$ cat src/rtl/core/fss_pkg.sv
`timescale 1ns / 1ps
`default_nettype none
// -----------------------------------------------------------------------------
// Fuzzy subsequence scorer package
// Shared types, register indexes, scoring constants and character helpers.
// -----------------------------------------------------------------------------
package fss_pkg;

    localparam int CFG_INDEX_W = 3;
    localparam int CFG_DATA_W  = 64;
    localparam int QLEN_W      = 6;
    localparam int SCORE_W     = 18;
    localparam int SCORE_OUT_W = 17;
    localparam int BONUS_W     = 5;

    localparam logic [CFG_INDEX_W-1:0] REG_QUERY_LENGTH = 3'd0;
    localparam logic [CFG_INDEX_W-1:0] REG_QUERY_CHARS0 = 3'd1;

    localparam logic signed [SCORE_W-1:0] SCORE_MIN = -18'sd65536;
    localparam logic signed [SCORE_W-1:0] SCORE_MAX = 18'sd65535;
    localparam logic signed [SCORE_W-1:0] SCORE_MISS = -18'sd1;

    localparam logic [BONUS_W-1:0] BONUS_BOUNDARY = 5'd16;
    localparam logic [BONUS_W-1:0] BONUS_CAMEL    = 5'd8;
    localparam logic [BONUS_W-1:0] BONUS_RUN      = 5'd4;

    localparam logic [7:0] CH_SLASH      = 8'h2F;
    localparam logic [7:0] CH_UNDERSCORE = 8'h5F;
    localparam logic [7:0] CH_DASH       = 8'h2D;
    localparam logic [7:0] CH_DOT        = 8'h2E;
    localparam logic [7:0] CH_SPACE      = 8'h20;
    localparam logic [7:0] CH_UPPER_A    = 8'h41;
    localparam logic [7:0] CH_UPPER_Z    = 8'h5A;
    localparam logic [7:0] CH_LOWER_A    = 8'h61;
    localparam logic [7:0] CH_LOWER_Z    = 8'h7A;
    localparam logic [7:0] CASE_OFFSET   = 8'h20;

    typedef struct packed {
        logic [QLEN_W-1:0]         matched_count;
        logic signed [SCORE_W-1:0] score;
        logic [7:0]                prev_char;
        logic                      prev_matched;
        logic                      at_start;
    } t_text_state;

    function automatic logic is_upper(input logic [7:0] c);
        return (c >= CH_UPPER_A) && (c <= CH_UPPER_Z);
    endfunction

    function automatic logic is_lower(input logic [7:0] c);
        return (c >= CH_LOWER_A) && (c <= CH_LOWER_Z);
    endfunction

    function automatic logic [7:0] fold_lower(input logic [7:0] c);
        return is_upper(c) ? c + CASE_OFFSET : c;
    endfunction

    function automatic logic is_sep(input logic [7:0] c);
        return (c == CH_SLASH) || (c == CH_UNDERSCORE) || (c == CH_DASH) ||
               (c == CH_DOT) || (c == CH_SPACE);
    endfunction

endpackage
`default_nettype wire

$ cat src/rtl/core/fss_step.sv
`timescale 1ns / 1ps
`default_nettype none
// -----------------------------------------------------------------------------
// Fuzzy subsequence scorer step
// Next text state for one character: match test, bonus and saturating score.
// -----------------------------------------------------------------------------
module fss_step
    import fss_pkg::*;
(
    input  wire t_text_state       i_state,
    input  wire logic [7:0]        i_char,
    input  wire logic              i_present,
    input  wire logic [7:0]        i_query_char,
    input  wire logic [QLEN_W-1:0] i_qlen,
    output t_text_state            o_state,
    output logic                   o_complete
);

    logic                      active;
    logic                      hit;
    logic [BONUS_W-1:0]        bonus;
    logic signed [SCORE_W-1:0] delta;
    logic signed [SCORE_W-1:0] sum;

    always_comb begin
        active = i_present && (i_state.matched_count < i_qlen);
        hit    = fold_lower(i_char) == fold_lower(i_query_char);

        bonus = '0;
        if (i_state.at_start || is_sep(i_state.prev_char)) begin
            bonus = BONUS_BOUNDARY;
        end else if (is_lower(i_state.prev_char) && is_upper(i_char)) begin
            bonus = BONUS_CAMEL;
        end
        if (i_state.prev_matched) begin
            bonus = bonus + BONUS_RUN;
        end

        delta = hit ? $signed({{(SCORE_W-BONUS_W){1'b0}}, bonus}) : SCORE_MISS;
        sum   = i_state.score + delta;
        if (sum < SCORE_MIN) begin
            sum = SCORE_MIN;
        end else if (sum > SCORE_MAX) begin
            sum = SCORE_MAX;
        end

        o_state = i_state;
        if (active) begin
            o_state.score        = sum;
            o_state.prev_matched = hit;
            o_state.prev_char    = i_char;
            o_state.at_start     = 1'b0;
            if (hit) begin
                o_state.matched_count = i_state.matched_count + 1'b1;
            end
        end
        o_complete = o_state.matched_count >= i_qlen;
    end

endmodule
`default_nettype wire

$ cat src/rtl/core/fuzzy_subsequence_scorer.sv
`timescale 1ns / 1ps
`default_nettype none
// -----------------------------------------------------------------------------
// Fuzzy subsequence scorer
// Scores a stream of text bytes against a configured case-insensitive query.
//
// Text bytes enter on the input channel (i_in_valid / o_in_ready), one per
// transaction. A transaction with i_in_last_of_text set closes the text and
// produces one result transaction on the output channel (o_out_valid /
// i_out_ready) carrying score, matched and too_long; all other transactions
// produce no output.
// An accepted byte sits in an input register while it is scored; a closing
// byte then loads the result register as it leaves the input register, and
// the result is held there until it is taken. One byte is accepted every
// cycle; the input stalls only when a closing byte is waiting and the result
// register is still full and not being taken. Non-closing bytes keep flowing
// while a result waits. The query is loaded through the write port (i_cfg_we,
// i_cfg_index, i_cfg_data); the user must do so only while no text is in
// flight, which the block itself does not enforce.
// Reset clears the query, the text state and both pipeline valid flags.
// -----------------------------------------------------------------------------
module fuzzy_subsequence_scorer
    import fss_pkg::*;
#(
    parameter int MAX_QUERY_LEN = 32,
    parameter int POSITION_BITS = 16
) (
    input  wire logic                   i_clk,
    input  wire logic                   i_rst_n,
    input  wire logic                   i_cfg_we,
    input  wire logic [CFG_INDEX_W-1:0] i_cfg_index,
    input  wire logic [CFG_DATA_W-1:0]  i_cfg_data,
    input  wire logic                   i_in_valid,
    output logic                        o_in_ready,
    input  wire logic [7:0]             i_in_text_char,
    input  wire logic                   i_in_char_present,
    input  wire logic                   i_in_last_of_text,
    output logic                        o_out_valid,
    input  wire logic                   i_out_ready,
    output logic signed [SCORE_OUT_W-1:0] o_out_score,
    output logic                        o_out_matched,
    output logic                        o_out_too_long
);

    localparam int QIDX_W = (MAX_QUERY_LEN > 1) ? $clog2(MAX_QUERY_LEN) : 1;

    logic [QLEN_W-1:0]        r_qlen;
    logic [7:0]               r_query [MAX_QUERY_LEN];
    logic [QLEN_W-1:0]        qlen_eff;

    logic                     r_in_valid;
    logic [7:0]               r_char;
    logic                     r_present;
    logic                     r_last;
    logic                     advance;

    t_text_state              r_state;
    t_text_state              n_state;
    logic                     complete;
    logic [POSITION_BITS-1:0] r_pos;
    logic                     r_overflow;
    logic                     n_overflow;
    logic                     pos_full;

    logic                     r_out_valid;
    logic signed [SCORE_OUT_W-1:0] r_out_score;
    logic                     r_out_matched;
    logic                     r_out_too_long;

    always_ff @(posedge i_clk) begin
        if (!i_rst_n) begin
            r_qlen <= '0;
        end else if (i_cfg_we && (i_cfg_index == REG_QUERY_LENGTH)) begin
            r_qlen <= i_cfg_data[QLEN_W-1:0];
        end
    end

    for (genvar k = 0; k < MAX_QUERY_LEN; k++) begin : g_query
        localparam logic [CFG_INDEX_W-1:0] REG_IDX =
            REG_QUERY_CHARS0 + CFG_INDEX_W'(k / 8);
        always_ff @(posedge i_clk) begin
            if (!i_rst_n) begin
                r_query[k] <= '0;
            end else if (i_cfg_we && (i_cfg_index == REG_IDX)) begin
                r_query[k] <= i_cfg_data[8*(k%8) +: 8];
            end
        end
    end

    assign qlen_eff = (r_qlen > QLEN_W'(MAX_QUERY_LEN)) ? QLEN_W'(MAX_QUERY_LEN) : r_qlen;

    assign advance    = r_in_valid && (!r_last || !r_out_valid || i_out_ready);
    assign o_in_ready = !r_in_valid || advance;

    always_ff @(posedge i_clk) begin
        if (!i_rst_n) begin
            r_in_valid <= 1'b0;
        end else if (o_in_ready) begin
            r_in_valid <= i_in_valid;
        end
    end

    always_ff @(posedge i_clk) begin
        if (o_in_ready && i_in_valid) begin
            r_char    <= i_in_text_char;
            r_present <= i_in_char_present;
            r_last    <= i_in_last_of_text;
        end
    end

    fss_step u_step (
        .i_state      (r_state),
        .i_char       (r_char),
        .i_present    (r_present),
        .i_query_char (r_query[r_state.matched_count[QIDX_W-1:0]]),
        .i_qlen       (qlen_eff),
        .o_state      (n_state),
        .o_complete   (complete)
    );

    assign pos_full   = &r_pos;
    assign n_overflow = r_overflow || (r_present && pos_full);

    always_ff @(posedge i_clk) begin
        if (!i_rst_n) begin
            r_state    <= '{default: '0, at_start: 1'b1};
            r_pos      <= '0;
            r_overflow <= 1'b0;
        end else if (advance) begin
            if (r_last) begin
                r_state    <= '{default: '0, at_start: 1'b1};
                r_pos      <= '0;
                r_overflow <= 1'b0;
            end else begin
                r_state    <= n_state;
                r_overflow <= n_overflow;
                if (r_present && !pos_full) begin
                    r_pos <= r_pos + 1'b1;
                end
            end
        end
    end

    always_ff @(posedge i_clk) begin
        if (!i_rst_n) begin
            r_out_valid <= 1'b0;
        end else if (advance && r_last) begin
            r_out_valid <= 1'b1;
        end else if (i_out_ready) begin
            r_out_valid <= 1'b0;
        end
    end

    always_ff @(posedge i_clk) begin
        if (advance && r_last) begin
            r_out_score    <= complete ? n_state.score[SCORE_OUT_W-1:0] : '1;
            r_out_matched  <= complete;
            r_out_too_long <= n_overflow;
        end
    end

    assign o_out_valid    = r_out_valid;
    assign o_out_score    = r_out_score;
    assign o_out_matched  = r_out_matched;
    assign o_out_too_long = r_out_too_long;

endmodule
`default_nettype wire
$ cat config.mk
export PLATFORM = sky130hd
export DESIGN_NAME = fuzzy_subsequence_scorer
export DESIGN_NICKNAME = d
export VERILOG_FILES = /design/src/rtl/core/fss_pkg.sv /design/src/rtl/core/fss_step.sv /design/src/rtl/core/fuzzy_subsequence_scorer.sv
export SDC_FILE = /design/constraint.sdc
export NUM_CORES = 1
export LEC_CHECK = 0
export ABC_AREA = 0
export BUFFER_PORTS_ARGS = -buffer_cell sky130_fd_sc_hd__buf_2
export CAP_MARGIN = 0
export CORE_ASPECT_RATIO = 1.25
export CORE_MARGIN = 4
export CORE_UTILIZATION = 30
export CTS_CLUSTER_SIZE = 25
export DETAILED_ROUTE_END_ITERATION = 10
export SLEW_MARGIN = 20
export SYNTH_ARGS = -nofsm -noshare
export SYNTH_HDL_FRONTEND = slang
export SYNTH_SLANG_ARGS = --single-unit
$ cat constraint.sdc
create_clock -name i_clk -period 7.65 [get_ports i_clk]
set_input_delay 1.53 -clock i_clk [delete_from_list [all_inputs] [get_ports i_clk]]
set_output_delay 1.53 -clock i_clk [all_outputs]
set_load 0.02 [all_outputs]
==> results of run 1 <==
==> power groups by stage <==
stage / sequential [W] / clock [W] / combinational [W]
final: 0.00220 / 0.00186 / 0.000294
after global routing: 0.00221 / 0.00199 / 0.000324
after CTS: 0.00220 / 0.00192 / 0.000297
after detailed placement: 0.00224 / 0 / 0.000297
after global placement: 0.00223 / 0 / 0.000291
after floorplan: 0.00223 / 0 / 0.000187
==> metal layers <==
layer	vias up	wire, um
li1	4955	-
met1	5147	16200
met2	246	20100
met3	79	1660
met4	2	1130
met5	-	20
==> stage by stage <==
| stage | area [sq um] | hold WS [ns] |
|---|---|---|
| 2_1_floorplan | 16800 | 0.427 |
| 3_3_place_gp | 18100 | 0.460 |
| 3_5_place_dp | 18100 | 0.456 |
| 4_1_cts | 19400 | 0.473 |
| 5_1_grt | 19400 | 0.499 |
| 6_report | 19400 | 0.471 |
==> final cells by class <==
type / instances / area (sq um) / area share [%]
antenna: 2 / 5.00 / 0.0257
clock inverter: 24 / 230 / 1.18
multi-input combinational: 856 / 6600 / 33.9
clock buffer: 48 / 1050 / 5.41
inverter: 17 / 63.8 / 0.328
sequential: 349 / 9840 / 50.6
timing repair buffer: 126 / 728 / 3.75
tap: 735 / 920 / 4.73
==> final timing paths <==
check | slack, ns | to
min reg2reg | 0.47 | r_state[0]
max reg2reg | 0.66 | o_out_score[14]
max | 0.66 | o_out_score[14]
min | 0.47 | r_state[0]
==> flip-flops by register name (all words and copies together) (netlist names), named ones only <==
register,cells
o_out_valid,1
o_out_score,17
r_query,256
r_state,34
o_out_too_long,1
r_present,1
r_overflow,1
r_qlen,6
r_last,1
r_char,8
o_out_matched,1
r_pos,16
r_in_valid,1
==> synth_stat cells (all sizes together), types with 17 or more instances <==
| cell type | instances |
|---|---|
| a21oi | 73 |
| a22oi | 19 |
| and2 | 268 |
| buf | 23 |
| clkbuf | 45 |
| dfxtp | 64 |
| edfxtp | 285 |
| ha | 32 |
| inv | 17 |
| mux2i | 41 |
| mux4 | 58 |
| nand2 | 73 |
| nand3 | 22 |
| nor2 | 45 |
| o21ai | 66 |
| xnor2 | 22 |
==> cell families after synthesis <==
kind of cell | after synthesis | synth area share, %
AOI/OAI and AO/OA | 207 | 8.02
xor gates and xnor gates | 35 | 1.92
adders and majority gates | 33 | 2.51
and+or+nand+nor | 479 | 16.0
muxes | 102 | 10.4
buffers and inverters | 85 | 2.40
DFF | 349 | 58.7
==> timing repair <==
item | CTS | global route
endpoints found under the setup margin | 0 | 2
hold endpoints to repair | 0 | 0
gates resized for setup | 0 | 1
==> impl_metrics.csv, run 1 <==
group,metric,value,unit
clock_tree,clk_path_buf_depth,3,
pwr,powerDensity,224,nW/um^2
yosys,synth_warnings,0,
clock_tree,cts_sinks,349,
setup_path,required,7.95,ns
pwr,p_leak,6.84,nW
timing,slew_headroom,36.6,%
pwr,internal_power,0.00336,W
placement,portBuffers,102,
routing,drt_iter0_drc,637,
cells_and_area,syn2layout_area_growth,16.0,%
yosys,synth_fp_nets,1405,
worst_hold_path,worstHoldStart,"r_state[0]",
cells_and_area,utilization,35.3,%
setup_path,worst-path-max-fanout,52,
global_route,grt-busiest-layer,"met2",
clock_tree,cts_buffers,40,
floorplan,pin_count,103,
cells_and_area,fin_nets,1505,
worst_hold_path,hp-class,"reg2reg",
cells_and_area,final_cell_mix,"edfxtp_1, and2_1, buf_2",
timing,finalHoldViolCount,0,
setup_path,critPathTopFamily,"compound AO/OA/AOI/OAI gates",
pwr,p_switching,0.000994,W
setup_path,start_kind,"flop",
floorplan,die_w,219,um
global_route,grt_usage,13.2,%
global_route,met1_usage,16.2,%
pwr,ir_drop,0.000138,V
clock_tree,cts-hold-fix-buffers,0,
timing,finalCriticalPeriod,6.99,ns
yosys,yosysUniqueCellTypes,66,
timing,setup-tns-final,0,ns
timing,rsz0062_at_grt,"false",
timing,tightest_slew,0.952,ns
routing,avgViaCountPerCell,4.83,
yosys,synth_area_leaders,"edfxtp_1, and2_1, mux4_2",
timing,maxSlewViolCount,0,
yosys,synth_top_area_cell,"edfxtp_1",
placement,place_congestion,0.815,
setup_path,r2r_cells,25,
placement,dp_hpwl,26100,um
global_route,antenna_found_initial,5,
global_route,grt_max_degree,65,
timing,fin_crit_sh,91.3,%
timing,setup_slack,0.662,ns
setup_path,slowest_stage,"mux4_2",
clock_tree,clock_latency,0.56,ns
yosys,mappedNetlistArea,16800,sq um
floorplan,dieArea,59700,sq um
job,cap_violations,0,
cells_and_area,finalNonFillerCells,2157,
yosys,synth_area_per_cell,13.0,sq um
routing,drt_drc_violations_left,0,
yosys,async_flop_share,0,%
global_route,grt_pass1_wl,61600,um
clock_tree,cts_tree,"done",
yosys,syn_inst,1290,
setup_path,critical_path_class,"reg2reg",
routing,routed_wl,39100,um
setup_path,end_kind,"flop",
placement,dp_cells,2083,
floorplan,die_y,272,um
worst_hold_path,whs_path_depth,1,
routing,wl_per_cell,18.1,um
pwr,switching_share,22.8,%
pwr,power,0.00435,W
placement,place_ws,0.564,ns
yosys,synth.ff_latch_count,349,
cells_and_area,fillers,5315,
floorplan,core,55100,sq um
yosys,synth_ff_type,"edfxtp_1",
routing,final_antenna_net_count,0,
global_route,grt.met2_usage,23.2,%
pwr,clockPowerShare,42.8,%
timing,max_freq,0.143,GHz
global_route,grt_pass1_vias,10741,
yosys,synth_edf_count,285,
floorplan,start_util,30.4,%
setup_path,critical-path-max-stage-delay,0.55,ns
setup_path,path_buf_inv,4,
routing,vias,10429,
global_route,use_met3,2.05,%
clock_tree,htree_levels,2,
timing,setup_viol,0,
cells_and_area,final_common_cell,"edfxtp_1",
run_status,status,"complete, no violations",
yosys,seq_area_frac_synth,58.7,%
routing,dr.pass1.iters,5,
clock_tree,clk_pin_slew,0.06,ns
yosys,synth.top_cell.area_share,51.1,%
pwr,p_comb_share,6.7,%
clock_tree,root_buffer,"clkbuf_16",
global_route,overflow,0,
setup_path,arrival,7.29,ns
cells_and_area,drive_above_1_share,20.2,%
pwr,pwr-share-seq,50.5,%
floorplan,fp-row-count,96,
timing,skew,0.0262,ns
setup_path,path_depth,25,
clock_tree,post-cts-setup-buffer-count,0,
Power figures use the tool's default switching activity.
==> run 2, diff against run 1 <==
- CORE_UTILIZATION: 30 -> 25
==> run 2 against run 1 <==
Compared with the run above: first-iteration DRC count increased by 27%; power decreased by 2.5%; register-to-register slack got worse by 0.15 ns; combinational power about the same; sequential share of layout area decreased by 0.19 points; largest power group unchanged.
==> impl_metrics.csv, run 2 (synthesized netlist as in run 1, its figures left out) <==
group,metric,value,unit
floorplan,dieArea,71300,sq um
clock_tree,cts_buffers,38,
timing,maxSlewViolCount,0,
timing,slew_headroom,26.6,%
timing,rsz0062_at_grt,"false",
clock_tree,htree_levels,2,
routing,wl_per_cell,18.2,um
setup_path,path_buf_inv,4,
floorplan,start_util,25.4,%
timing,setup_viol,0,
cells_and_area,largest_reg_flops,256,
worst_hold_path,hp-class,"reg2reg",
cells_and_area,final_cell_mix,"edfxtp_1, and2_1, buf_2",
setup_path,critPathTopFamily,"compound AO/OA/AOI/OAI gates",
job,cap_violations,0,
pwr,powerDensity,217,nW/um^2
timing,setup-tns-final,0,ns
timing,max_freq,0.140,GHz
floorplan,die_w,240,um
setup_path,worst-path-max-fanout,22,
clock_tree,cts_sinks,349,
clock_tree,cts_tree,"done",
routing,routed_wl,41300,um
cells_and_area,drive_above_1_share,19.9,%
placement,dp_hpwl,28000,um
pwr,p_leak,6.79,nW
global_route,grt_max_degree,65,
placement,place_congestion,0.815,
pwr,p_switching,0.000985,W
pwr,pwr-share-seq,51.8,%
routing,avgViaCountPerCell,4.58,
timing,setup_slack,0.508,ns
floorplan,pin_count,103,
clock_tree,clk_pin_slew,0.07,ns
setup_path,critical-path-max-stage-delay,0.55,ns
floorplan,die_y,297,um
timing,skew,0.0154,ns
setup_path,arrival,7.44,ns
floorplan,fp-row-count,105,
cells_and_area,regMostFlops,"r_query",
cells_and_area,syn2layout_area_growth,16.5,%
pwr,switching_share,23.2,%
timing,finalCriticalPeriod,7.14,ns
pwr,internal_power,0.00326,W
routing,drt_drc_violations_left,0,
setup_path,critical_path_class,"reg2reg",
pwr,clockPowerShare,41.2,%
global_route,antenna_found_initial,7,
clock_tree,root_buffer,"clkbuf_16",
placement,portBuffers,102,
placement,place_ws,0.124,ns
timing,fin_crit_sh,93.4,%
routing,drt_iter0_drc,808,
setup_path,start_kind,"flop",
routing,final_antenna_net_count,0,
setup_path,slowest_stage,"a2111oi_4",
cells_and_area,fin_nets,1504,
pwr,power,0.00425,W
timing,finalHoldViolCount,0,
setup_path,required,7.94,ns
run_status,status,"complete, no violations",
cells_and_area,final_common_cell,"edfxtp_1",
global_route,grt_pass1_wl,64200,um
pwr,p_comb_share,7.0,%
clock_tree,clk_path_buf_depth,3,
global_route,overflow,0,
floorplan,core,66100,sq um
timing,tightest_slew,1.09,ns
clock_tree,cts-hold-fix-buffers,0,
global_route,grt_usage,11.5,%
clock_tree,clock_latency,0.56,ns
setup_path,end_kind,"flop",
routing,vias,10410,
global_route,grt_pass1_vias,10646,
pwr,ir_drop,0.000143,V
routing,dr.pass1.iters,7,
## run 2: layout make-up
class,count,area (sq um)
Antenna cell,1,2.50
Clock buffer,51,1030
Clock inverter,18,151
Fill cell,6638,46600
Inverter,17,63.8
Multi-Input combinational cell,856,6610
Sequential cell,349,9850
Tap cell,856,1070
Timing Repair Buffer,127,743
## run 2: path summary, 6_finish.rpt
path	end	depth (start not counted)	slack [ns]	from
min reg2reg	r_state[0]	1	0.48	r_state[0]
max reg2reg	o_out_score[14]	25	0.51	flop
min	r_state[0]	1	0.48	r_state[0]
max	o_out_score[14]	25	0.51	flop
## run 2: what timing repair did
| item | in CTS | in global routing |
|---|---|---|
| buffers inserted | 0 | 1 |
| resized for setup | 0 | 9 |
| endpoints found under the setup margin | 0 | 31 |
| endpoints found under the hold margin | 0 | 0 |
## run 2: stage by stage
step | instances | utilization (%) | cell area, sq um | hold WS, ns
4_1_cts | 2273 | 29.5 | 19500 | 0.480
2_1_floorplan | 1290 | - | 16800 | 0.427
5_1_grt | 2275 | 29.5 | 19500 | 0.509
6_report | 2275 | 29.5 | 19500 | 0.480
3_3_place_gp | 2204 | 27.7 | 18300 | 0.465
3_5_place_dp | 2204 | 27.7 | 18300 | 0.461
## run 2: worst register-to-register path, delay by kind of cell, from the launching register on
family / cells / cell delay [ns]
compound gates: 11 / 2.70
xor+xnor: 2 / 0.56
fa+ha+maj: 2 / 0.62
buf+inv: 4 / 0.85
flops: 1 / 0.47
mux: 3 / 1.36
simple gates: 3 / 0.32
## run 2: layer usage
layer  track usage [%]  routed length (um)  up-vias  share of wire, %
met5                 0                  25        -             0.060
met3              2.38                2110       53               5.1
met4              3.03                 735        4               1.8
li1                  -                   -     4948                 -
met2              19.4               20600      250                50
met1              15.0               17800     5155                43
## run 2: power groups by stage
stage | sequential, W | clock, W | combinational (W)
6_report | 0.00220 | 0.00175 | 0.000297
5_1_grt | 0.00221 | 0.00189 | 0.000329
4_1_cts | 0.00220 | 0.00180 | 0.000298
3_5_place_dp | 0.00224 | 0 | 0.000297
3_3_place_gp | 0.00224 | 0 | 0.000289
2_1_floorplan | 0.00223 | 0 | 0.000187
